===== config.mk =====
export PLATFORM = sky130hd
export DESIGN_NAME = header_field_extractor_top
export DESIGN_NICKNAME = d
export VERILOG_FILES = /design/src/hw/rtl/hfe_pkg.sv /design/src/hw/rtl/hfe_scan.sv /design/src/hw/rtl/header_field_extractor_top.sv
export SDC_FILE = /design/constraint.sdc
export NUM_CORES = 1
export LEC_CHECK = 0
export BUFFER_PORTS_ARGS = -buffer_cell sky130_fd_sc_hd__buf_2
export CAP_MARGIN = 20
export CORE_MARGIN = 2
export CORE_UTILIZATION = 55
export DETAILED_ROUTE_END_ITERATION = 8
export HOLD_SLACK_MARGIN = 0.02
export MAX_ROUTING_LAYER = met4
export PLACE_DENSITY = 0.73
export SETUP_SLACK_MARGIN = 0.2
export SYNTH_ARGS = -nofsm -noshare
export SYNTH_HDL_FRONTEND = slang
export SYNTH_SLANG_ARGS = --single-unit

===== constraint.sdc =====
create_clock -name clk -period 7.8 [get_ports clk]
set_input_delay 1.56 -clock clk [delete_from_list [all_inputs] [get_ports clk]]
set_output_delay 1.56 -clock clk [all_outputs]
set_load 0.01 [all_outputs]

===== src/hw/rtl/hfe_pkg.sv =====
// Shared types and constants for the header field extractor.
// Used by hfe_scan and header_field_extractor_top; no dependencies.
`timescale 1ns / 1ps

package hfe_pkg;

  // key storage
  localparam int KEY_MAX_BYTES = 32;
  localparam int KEY_BITS      = KEY_MAX_BYTES * 8;

  // result queue depth in the top level
  localparam int Q_DEPTH = 4;

  // characters that steer the scan
  localparam logic [7:0] CHAR_COLON = 8'h3A;
  localparam logic [7:0] CHAR_CR    = 8'h0D;
  localparam logic [7:0] CHAR_LF    = 8'h0A;
  localparam logic [7:0] CHAR_SPACE = 8'h20;

  // configuration register indexes
  localparam logic [2:0] REG_KEY_LENGTH  = 3'd0;
  localparam logic [2:0] REG_KEY_BYTES_A = 3'd1;
  localparam logic [2:0] REG_KEY_BYTES_B = 3'd2;
  localparam logic [2:0] REG_KEY_BYTES_C = 3'd3;
  localparam logic [2:0] REG_KEY_BYTES_D = 3'd4;
  localparam logic [2:0] REG_VALUE_LIMIT = 3'd5;

  // result kinds
  typedef enum logic [1:0] {
    KIND_BYTE = 2'd0,
    KIND_END  = 2'd1,
    KIND_NONE = 2'd2
  } kind_t;

  // scan phases
  typedef enum logic [2:0] {
    PH_MATCH = 3'd0,
    PH_SKIP  = 3'd1,
    PH_SPACE = 3'd2,
    PH_COPY  = 3'd3,
    PH_DONE  = 3'd4
  } phase_t;

  // one result beat
  typedef struct packed {
    kind_t      kind;
    logic [7:0] value_byte;
  } res_t;

  // results of one input byte, in order r0 then r1
  typedef struct packed {
    logic [1:0] count;
    res_t       r0;
    res_t       r1;
  } scan_out_t;

  // configuration seen by the scanner
  typedef struct packed {
    logic [5:0]          key_length;
    logic [KEY_BITS-1:0] key_bytes;
    logic [7:0]          value_limit;
  } cfg_t;

endpackage


===== src/hw/rtl/hfe_scan.sv =====
// Per-byte scanner: key match, optional space skip, value copy and end reporting.
// Depends on hfe_pkg; holds the scan state, results are combinational.
`timescale 1ns / 1ps

module hfe_scan (
  input  logic               clk,
  input  logic               rst,
  input  logic               step,
  input  logic [7:0]         text_byte,
  input  logic               is_last,
  input  hfe_pkg::cfg_t      cfg,
  output hfe_pkg::scan_out_t res
);
  import hfe_pkg::*;

  phase_t     phase, phase_next;
  logic [5:0] match_position, match_position_next;
  logic [7:0] copied_count, copied_count_next;

  logic [5:0] klen;
  logic [7:0] key_b;
  logic       e_byte, e_end, e_none;

  // active key length, saturated to the key storage
  assign klen  = (cfg.key_length > 6'(KEY_MAX_BYTES)) ? 6'(KEY_MAX_BYTES) : cfg.key_length;
  assign key_b = cfg.key_bytes[{match_position[4:0], 3'b000} +: 8];

  // next state and result flags for one byte
  always_comb begin
    phase_next          = phase;
    match_position_next = match_position;
    copied_count_next   = copied_count;
    e_byte              = 1'b0;
    e_end               = 1'b0;
    e_none              = 1'b0;
    unique case (phase) inside
      PH_MATCH: begin
        if (match_position < klen) begin
          if (text_byte == key_b) begin
            match_position_next = match_position + 6'd1;
          end else if (text_byte == CHAR_LF) begin
            match_position_next = '0;
          end else begin
            phase_next = PH_SKIP;
          end
        end else if (text_byte == CHAR_COLON) begin
          if (cfg.value_limit == 8'd0 || is_last) begin
            e_end      = 1'b1;
            phase_next = PH_DONE;
          end else begin
            phase_next = PH_SPACE;
          end
        end else if (text_byte == CHAR_LF) begin
          match_position_next = '0;
        end else begin
          phase_next = PH_SKIP;
        end
      end
      PH_SKIP: begin
        if (text_byte == CHAR_LF) begin
          phase_next          = PH_MATCH;
          match_position_next = '0;
        end
      end
      PH_SPACE, PH_COPY: begin
        if (phase == PH_SPACE && text_byte == CHAR_SPACE) begin
          phase_next = PH_COPY;
          if (is_last) begin
            e_end      = 1'b1;
            phase_next = PH_DONE;
          end
        end else if (text_byte == CHAR_CR || text_byte == CHAR_LF) begin
          e_end      = 1'b1;
          phase_next = PH_DONE;
        end else begin
          phase_next = PH_COPY;
          if (copied_count < cfg.value_limit) begin
            e_byte            = 1'b1;
            copied_count_next = copied_count + 8'd1;
          end
          if (copied_count_next >= cfg.value_limit || is_last) begin
            e_end      = 1'b1;
            phase_next = PH_DONE;
          end
        end
      end
      default: begin
      end
    endcase
    // last byte of the block: report a miss if no value was found, and rearm
    if (is_last) begin
      if (phase_next == PH_MATCH || phase_next == PH_SKIP) begin
        e_none = 1'b1;
      end
      phase_next          = PH_MATCH;
      match_position_next = '0;
      copied_count_next   = '0;
    end
  end

  // pack results: a value byte always comes before an end beat
  always_comb begin
    res.count = {1'b0, e_byte} + {1'b0, e_end} + {1'b0, e_none};
    res.r0.value_byte = e_byte ? text_byte : 8'd0;
    if (e_byte) begin
      res.r0.kind = KIND_BYTE;
    end else if (e_end) begin
      res.r0.kind = KIND_END;
    end else begin
      res.r0.kind = KIND_NONE;
    end
    res.r1.kind       = KIND_END;
    res.r1.value_byte = 8'd0;
  end

  // scan state
  always_ff @(posedge clk) begin
    if (rst) begin
      phase          <= PH_MATCH;
      match_position <= '0;
      copied_count   <= '0;
    end else if (step) begin
      phase          <= phase_next;
      match_position <= match_position_next;
      copied_count   <= copied_count_next;
    end
  end

  // match position never runs past the key storage
  assert property (@(posedge clk) disable iff (rst)
    match_position <= 6'(KEY_MAX_BYTES))
    else $error("match position beyond key storage");

  // a second result in one step is always the end beat after a value byte
  assert property (@(posedge clk) disable iff (rst)
    step && res.count == 2'd2 |-> res.r0.kind == KIND_BYTE && res.r1.kind == KIND_END)
    else $error("bad result pair");

  // once done, only the last byte of the block leaves the done phase
  assert property (@(posedge clk) disable iff (rst)
    phase == PH_DONE && step && !is_last |=> phase == PH_DONE)
    else $error("left done phase before end of block");

  // in the done phase nothing is reported, not even a miss on the last byte
  assert property (@(posedge clk) disable iff (rst)
    phase == PH_DONE && step |-> res.count == 2'd0)
    else $error("result produced after end of value");

endmodule


===== src/hw/rtl/header_field_extractor_top.sv =====
// Top level of the header field extractor: config registers, input register,
// scanner and result queue. Depends on hfe_pkg and hfe_scan.
`timescale 1ns / 1ps

// Takes one header byte per beat and returns the value of the first line whose
// key matches, one result per beat. A byte is registered on entry and scanned
// from that register when the queue has room; its results are registered in a
// four-entry output queue. Input is taken every cycle while the queue holds at
// most two results; most bytes give zero or one result, the byte that closes a
// value gives up to two (value byte and end), so the sustained rate is one byte
// per cycle, falling to the output rate of one result per cycle when results
// back up. The queue depth and the two-result step set the stall point.
// Registers are written on cfg_wr_en with no read-back.
module header_field_extractor_top (
  input  logic        clk,
  input  logic        rst,
  // input byte stream
  input  logic        s_axis_tvalid,
  output logic        s_axis_tready,
  input  logic [7:0]  s_axis_tdata,   // [7:0] text_byte
  input  logic        s_axis_tlast,   // is_last
  // result stream
  output logic        m_axis_tvalid,
  input  logic        m_axis_tready,
  output logic [7:0]  m_axis_tdata,   // [7:0] value_byte
  output logic [1:0]  m_axis_tuser,   // [1:0] kind
  // configuration writes
  input  logic        cfg_wr_en,
  input  logic [2:0]  cfg_index,
  input  logic [63:0] cfg_wr_data
);
  import hfe_pkg::*;

  // configuration registers
  logic [5:0]  key_length;
  logic [63:0] key_bytes_a, key_bytes_b, key_bytes_c, key_bytes_d;
  logic [7:0]  value_limit;
  cfg_t        cfg;

  always_ff @(posedge clk) begin
    if (rst) begin
      key_length  <= 6'd1;
      key_bytes_a <= '0;
      key_bytes_b <= '0;
      key_bytes_c <= '0;
      key_bytes_d <= '0;
      value_limit <= 8'd255;
    end else if (cfg_wr_en) begin
      unique case (cfg_index)
        REG_KEY_LENGTH:  key_length  <= cfg_wr_data[5:0];
        REG_KEY_BYTES_A: key_bytes_a <= cfg_wr_data;
        REG_KEY_BYTES_B: key_bytes_b <= cfg_wr_data;
        REG_KEY_BYTES_C: key_bytes_c <= cfg_wr_data;
        REG_KEY_BYTES_D: key_bytes_d <= cfg_wr_data;
        REG_VALUE_LIMIT: value_limit <= cfg_wr_data[7:0];
        default: begin
        end
      endcase
    end
  end

  assign cfg.key_length  = key_length;
  assign cfg.key_bytes   = {key_bytes_d, key_bytes_c, key_bytes_b, key_bytes_a};
  assign cfg.value_limit = value_limit;

  // input register
  logic       in_valid;
  logic [7:0] in_byte;
  logic       in_last;
  logic       step;
  logic       pop;
  logic [2:0] q_cnt, q_cnt_next;

  assign step          = in_valid && (q_cnt <= 3'd2);
  assign s_axis_tready = !in_valid || step;

  always_ff @(posedge clk) begin
    if (rst) begin
      in_valid <= 1'b0;
    end else if (s_axis_tready) begin
      in_valid <= s_axis_tvalid;
    end
  end

  always_ff @(posedge clk) begin
    if (s_axis_tvalid && s_axis_tready) begin
      in_byte <= s_axis_tdata;
      in_last <= s_axis_tlast;
    end
  end

  // scanner
  scan_out_t scan_res;

  hfe_scan u_scan (
    .clk       (clk),
    .rst       (rst),
    .step      (step),
    .text_byte (in_byte),
    .is_last   (in_last),
    .cfg       (cfg),
    .res       (scan_res)
  );

  // result queue, head always at entry 0
  res_t       q [Q_DEPTH];
  res_t       q_next [Q_DEPTH];
  logic [2:0] base;

  assign pop = m_axis_tvalid && m_axis_tready;

  always_comb begin
    for (int i = 0; i < Q_DEPTH; i++) begin
      q_next[i] = q[i];
    end
    if (pop) begin
      for (int i = 0; i < Q_DEPTH - 1; i++) begin
        q_next[i] = q[i + 1];
      end
    end
    base       = q_cnt - {2'b00, pop};
    q_cnt_next = base;
    if (step) begin
      if (scan_res.count != 2'd0) begin
        q_next[base[1:0]] = scan_res.r0;
      end
      if (scan_res.count == 2'd2) begin
        q_next[base[1:0] + 2'd1] = scan_res.r1;
      end
      q_cnt_next = base + {1'b0, scan_res.count};
    end
  end

  always_ff @(posedge clk) begin
    for (int i = 0; i < Q_DEPTH; i++) begin
      q[i] <= q_next[i];
    end
  end

  always_ff @(posedge clk) begin
    if (rst) begin
      q_cnt <= '0;
    end else begin
      q_cnt <= q_cnt_next;
    end
  end

  assign m_axis_tvalid = (q_cnt != 3'd0);
  assign m_axis_tdata  = q[0].value_byte;
  assign m_axis_tuser  = q[0].kind;

  // queue never overfills
  assert property (@(posedge clk) disable iff (rst)
    q_cnt <= 3'(Q_DEPTH))
    else $error("result queue overflow");

  // a drained queue with no new results goes empty
  assert property (@(posedge clk) disable iff (rst)
    q_cnt == 3'd1 && pop && !step |=> !m_axis_tvalid)
    else $error("queue count lost track of pops");

  // a step that gives results makes the queue non-empty next cycle
  assert property (@(posedge clk) disable iff (rst)
    step && scan_res.count != 2'd0 |=> m_axis_tvalid)
    else $error("results of a step were dropped");

endmodule


[Word level (Yosys, flattened, before mapping)]
Memories as Yosys holds them, arrays and structs flattened.
Index checks and enable logic that the tools add are counted.
Word-level totals
  register bits after elaboration: 300
  memories kept: 1
  input port bits: 81
  RAM bits: 40
  output and inout bits: 12
Memory list
  q: words 4, bits a word 10, read ports 4, clocked after memory_dff 0, write ports 4, line header_field_extractor_top.sv:106  | res_t q [Q_DEPTH];
Operators by class
  multiplexer cells: 55
  shifts and indexed selects: 1
  bitwise logic cells: 5
  equality and inequality tests: 18
  add/sub/neg operators: 7
  order comparisons: 9
  reductions and logical operators: 29
Operators by type and width (number)
  $shiftx 256x9->8: 1
  $mux 40: 4
  $mux 8: 9
  $bwmux 40: 1
  $demux 10 s2: 2
  $and 36x36->36: 1
  $mux 3: 12
  $mux 6: 6
  $not 36->36: 1
  $mux 30: 1
  $mux 10: 2
  $eq 8x4->1 const B: 2
  $eq 8x6->1 const B: 2
  $mux 1: 13
  $eq 3x2->1 const B: 4
  $pmux 6 s2: 1
  $reduce_and 2->1: 6
  $eq 3x1->1 const B: 3
  $logic_not 3->1: 3
  $pmux 3 s3: 1
  $add 8x1->8 const B: 1
  $eq 8x8->1: 1
  $ge 8x8->1: 1
  $logic_not 8->1: 1
  28 further kinds: 45

[Logic depth before layout (Yosys ltp)]
  depth in word-level cells: 22
  mapped depth: 27

[Modules after synthesis]
From an unflattened synthesis, not the netlist that was laid out.
Second synthesis, totals
  cells, all modules: 1853
  area, all modules: 16213.0 um^2
By module, submodules not included
  header_field_extractor_top: sequential area each 6656.4 um^2, times used 1, area each 12091.6 um^2, cells each 1408
  hfe_scan: sequential area each 340.3 um^2, times used 1, area each 4121.5 um^2, cells each 445

[Worst setup path before layout]
Ideal clock, no wire load.
  kind: register -> register
  start point: reg value_limit[1]
  end point: mem q[3][0] (netlist bit), data pin
  data arrival time: 5515 ps
  path buffers: 2
  stages on the path, launching flop included: 24
  setup time: 292 ps
  period minus slack after synthesis: 5807 ps
  setup slack: 1993 ps
  required time: 7508 ps
  cells stage by stage: dfxtp_1 -> inv_1 -> ha_1 -> a21o_1 -> a21o_1 -> a21o_1 -> a21o_1 -> a2111oi_0 -> or2_2 -> buf_2 -> buf_2 -> mux2_2 -> ha_1 -> a21o_1 -> a21o_1 -> a21o_1 -> a21oi_1 -> o211ai_1 -> a21o_1 -> nor3_1 -> fa_1 -> nand2b_1 -> nor3_1 -> a21oi_1
RTL lines
  start: declaration: line header_field_extractor_top.sv:37  | logic [7:0] value_limit;
  start signal: assignment: line header_field_extractor_top.sv:55  | REG_VALUE_LIMIT: value_limit <= cfg_wr_data[7:0];
  end: declaration: line header_field_extractor_top.sv:106

==> flow_summary.json <==
{
  "fin_crit_ns": 6.46,
  "whs_ns": 0.451,
  "drive_above_1_share_pct": 12.0,
  "tns_ns": 0,
  "cp-end-kind": "flop",
  "finalWirelength_mm": 41.4,
  "max_clock_freq_mhz": 155,
  "report.final.hold_viol_count": 0,
  "drv_slew": 0,
  "synthCells": 1812,
  "grt_pass1_vias": 12688,
  "final-setup-viol-count": 0,
  "drc": 0,
  "swShare_pct": 26.9,
  "yosysSeqAreaShare_pct": 45.7,
  "crit_end": "q[3][5]",
  "final_core_util_pct": 61.6,
  "die_h_um": 171,
  "synth_seq_cells": 340,
  "internal_power_mw": 3.09,
  "design.die.area_um2": 29200,
  "vias": 13233,
  "syn-num-nets": 1920,
  "synth_edf_count": 19,
  "rows": 61,
  "vias_per_cell": 5.92,
  "sequentialPowerShare_pct": 46.9,
  "finClkSkew_ns": 0.0163,
  "ant_nets": 0,
  "cap_violations": 0,
  "min-delay-start": "key_bytes_d[57]",
  "drt_pass1_iterations": 5,
  "grt_pass1_wl_mm": 66.9,
  "pwr-share-comb_pct": 14.2,
  "place_hpwl_mm": 26.3,
  "tritoncts": "yes",
  "p_clk_share_pct": 38.9,
  "regToRegSetupSlack_ns": 1.34,
  "relSlewSlack_pct": 30.5,
  "reg2regPathDepth": 21,
  "timing.rr.end": "q[3][5]",
  "p_sw_mw": 1.14,
  "yosysUniqueCellTypes": 61,
  "holdBufCountCts": 0,
  "start_util_pct": 55.4,
  "layout_worst_path_cycle_share_pct": 82.8,
  "p_per_area_nw_per_um2": 248,
  "fin_nets": 1940,
  "path_max_fanout": 18,
  "cts.root.buffer_cell": "clkbuf_16",
  "criticalPathCategory": "flop to flop",
  "syn_avg_cell_area_um2": 8.45,
  "r2r_start": "value_limit[1]",
  "placed_cells": 2172,
  "clock-sinks": 340,
  "ctsLongestPathBuffers": 3,
  "clock_latency_ns": 0.53,
  "track_usage_pct": 29.5,
  "crit_path_start": "value_limit[1]",
  "gp_congestion": 0.901,
  "antenna_found_initial": 3,
  "async_flop_share_pct": 0,
  "required_ns": 8.02,
  "htree_levels": 2,
  "cts_buffers": 36,
  "fin_cells": 2235,
  "cts_resized": 0,
  "synth_ff_type": "dfxtp_1",
  "clk_pin_slew_ns": 0.06,
  "status": "finished, final reports clean",
  "power.static_leakage_nw": 6.08,
  "grt_overflow": 0,
  "placement.io_buffers": 92,
  "drt_iter0_drc": 1195,
  "grt_start_max_net_pins": 140,
  "grt_setup_unrepaired": "no",
  "core_um2": 27600,
  "start_kind": "flop",
  "layout-area-overhead-vs-synth_pct": 11.1,
  "wl_per_cell_um": 18.5,
  "fp.dieW_um": 171,
  "cts_setup_buffers": 0,
  "worst_pin_slew_ns": 1.04,
  "yosys_warnings": 0,
  "arrival_ns": 6.68,
  "syn_area_um2": 15300,
  "io_pins": 93,
  "ir_drop_v": 0.000185,
  "worst_hold_path_type": "flop to flop"
}
==> metal layers <==
layer	vias up	track usage [%]	part of all wire, %
met3	103	4.12	6.7
met2	442	48.2	47
met4	0	10.9	3.6
li1	6334	-	-
met1	6354	37.7	43
met5	-	-	0
==> cells in the mapped netlist (13+ instances only) <==
library cell / n / area [µm²]
a21oi_1: 298 / 1490
edfxtp_1: 19 / 571
nand2_1: 573 / 2150
ha_1: 25 / 313
nor2_1: 16 / 60.1
a31oi_1: 16 / 100
dfxtp_1: 321 / 6430
buf_2: 14 / 70.1
mux4_2: 41 / 923
nand3_1: 30 / 150
a22oi_1: 27 / 203
nand2b_1: 13 / 81.3
o21ai_0: 14 / 70.1
mux2i_1: 74 / 741
o22ai_1: 31 / 194
inv_1: 30 / 113
clkbuf_1: 99 / 372
==> layout by cell type (no fill, tap or decap), drive strengths merged, types with 8 or more instances in the layout <==
| cell | synthesis | final |
|---|---|---|
| clkbuf | 99 | 52 |
| a21oi | 298 | 298 |
| nor2 | 17 | 17 |
| and2 | 8 | 8 |
| nand3 | 30 | 30 |
| edfxtp | 19 | 19 |
| a22oi | 27 | 27 |
| mux2i | 74 | 74 |
| mux4 | 41 | 41 |
| nor3 | 11 | 11 |
| nand2 | 573 | 573 |
| inv | 30 | 32 |
| a22o | 8 | 8 |
| nand3b | 11 | 11 |
| a31oi | 16 | 16 |
| and3 | 9 | 9 |
| a21o | 12 | 12 |
| xnor2 | 9 | 9 |
| dfxtp | 321 | 321 |
| o22ai | 31 | 31 |
| buf | 28 | 108 |
| ha | 25 | 25 |
| o21ai | 15 | 15 |
| nand2b | 13 | 13 |
==> sequential cells by signal, indices dropped and copies added (netlist names) <==
| signal | flops |
|---|---|
| in_valid | 1 |
| value_limit | 8 |
| u_scan.phase | 3 |
| key_length | 6 |
| q_cnt | 3 |
| key_bytes_b | 64 |
| key_bytes_d | 64 |
| u_scan.copied_count | 8 |
| u_scan.match_position | 6 |
| in_last | 1 |
| q | 40 |
| in_byte | 8 |
| key_bytes_a | 64 |
| key_bytes_c | 64 |
==> critical path, cell delays in order, from the launching register on <==
cell and delay [ns]:
dfxtp_1 0.35, inv_1 0.08, ha_1 0.27, a21o_1 0.16, a21o_1 0.17, a21o_1 0.17
a21o_1 0.16, a2111oi_0 0.71, or2_2 0.46, mux2_2 0.39, ha_1 0.27, a21o_1 0.15
a21o_1 0.16, a21o_1 0.17, a21oi_1 0.14, o211ai_1 0.17, a21o_1 0.27, nor3_1 0.24
fa_1 0.49, nand2b_1 0.24, nor3_1 0.81, a21oi_1 0.10
==> power by group through the flow <==
stage | clock network (mW) | registers, mW | logic (mW)
floorplan | 0 | 2.00 | 0.422
global placement | 0 | 2.01 | 0.568
detailed placement | 0 | 2.02 | 0.591
CTS | 1.67 | 1.98 | 0.597
global route | 1.74 | 2.00 | 0.665
finish | 1.65 | 1.98 | 0.599
==> worst min path at each step <==
| stage | slack (ns) | cells past startpoint | endpoint |
|---|---|---|---|
| 2_1_floorplan | 0.43 | 2 | key_bytes_a[48] |
| 3_3_place_gp | 0.44 | 2 | key_bytes_a[46] |
| 3_5_place_dp | 0.44 | 2 | key_bytes_d[14] |
| 4_1_cts | 0.45 | 2 | key_bytes_d[14] |
| 5_1_grt | 0.47 | 2 | key_bytes_c[26] |
| 6_report | 0.45 | 2 | key_bytes_d[57] |
==> area by class of cell <==
cell class                      count  area, µm²
Fill cell                        2456      10600
Multi-Input combinational cell   1315       7710
Sequential cell                   340       7000
Clock buffer                       51       1020
Timing Repair Buffer              109        594
Tap cell                          378        473
Inverter                           30        113
Clock inverter                      9        100
Antenna cell                        3       7.51
==> through the flow <==
stage / setup WS (ns) / cell area [µm²] / power, mW
4_1_cts: 1.34 / 17000 / 4.24
3_5_place_dp: 1.37 / 15900 / 2.61
3_3_place_gp: 1.55 / 15900 / 2.58
2_1_floorplan: 1.99 / 15300 / 2.43
5_1_grt: 0.769 / 17000 / 4.40
6_report: 1.34 / 17000 / 4.23
==> kinds of logic (layout without fill, tap and decap cells) <==
| family | after synthesis | count (layout) | share of synthesized area [%] |
|---|---|---|---|
| other | 0 | 3 | 0 |
| multiplexers | 116 | 116 | 10.9 |
| adder cells (fa/ha/maj) | 27 | 27 | 2.30 |
| AND/OR/NAND/NOR | 713 | 713 | 19.4 |
| flip-flops | 340 | 340 | 45.7 |
| buffers and inverters | 157 | 199 | 4.18 |
| XOR/XNOR | 12 | 12 | 0.686 |
| AO/OA/AOI/OAI | 447 | 447 | 16.8 |
No activity file was read; power rests on OpenSTA's default activity.
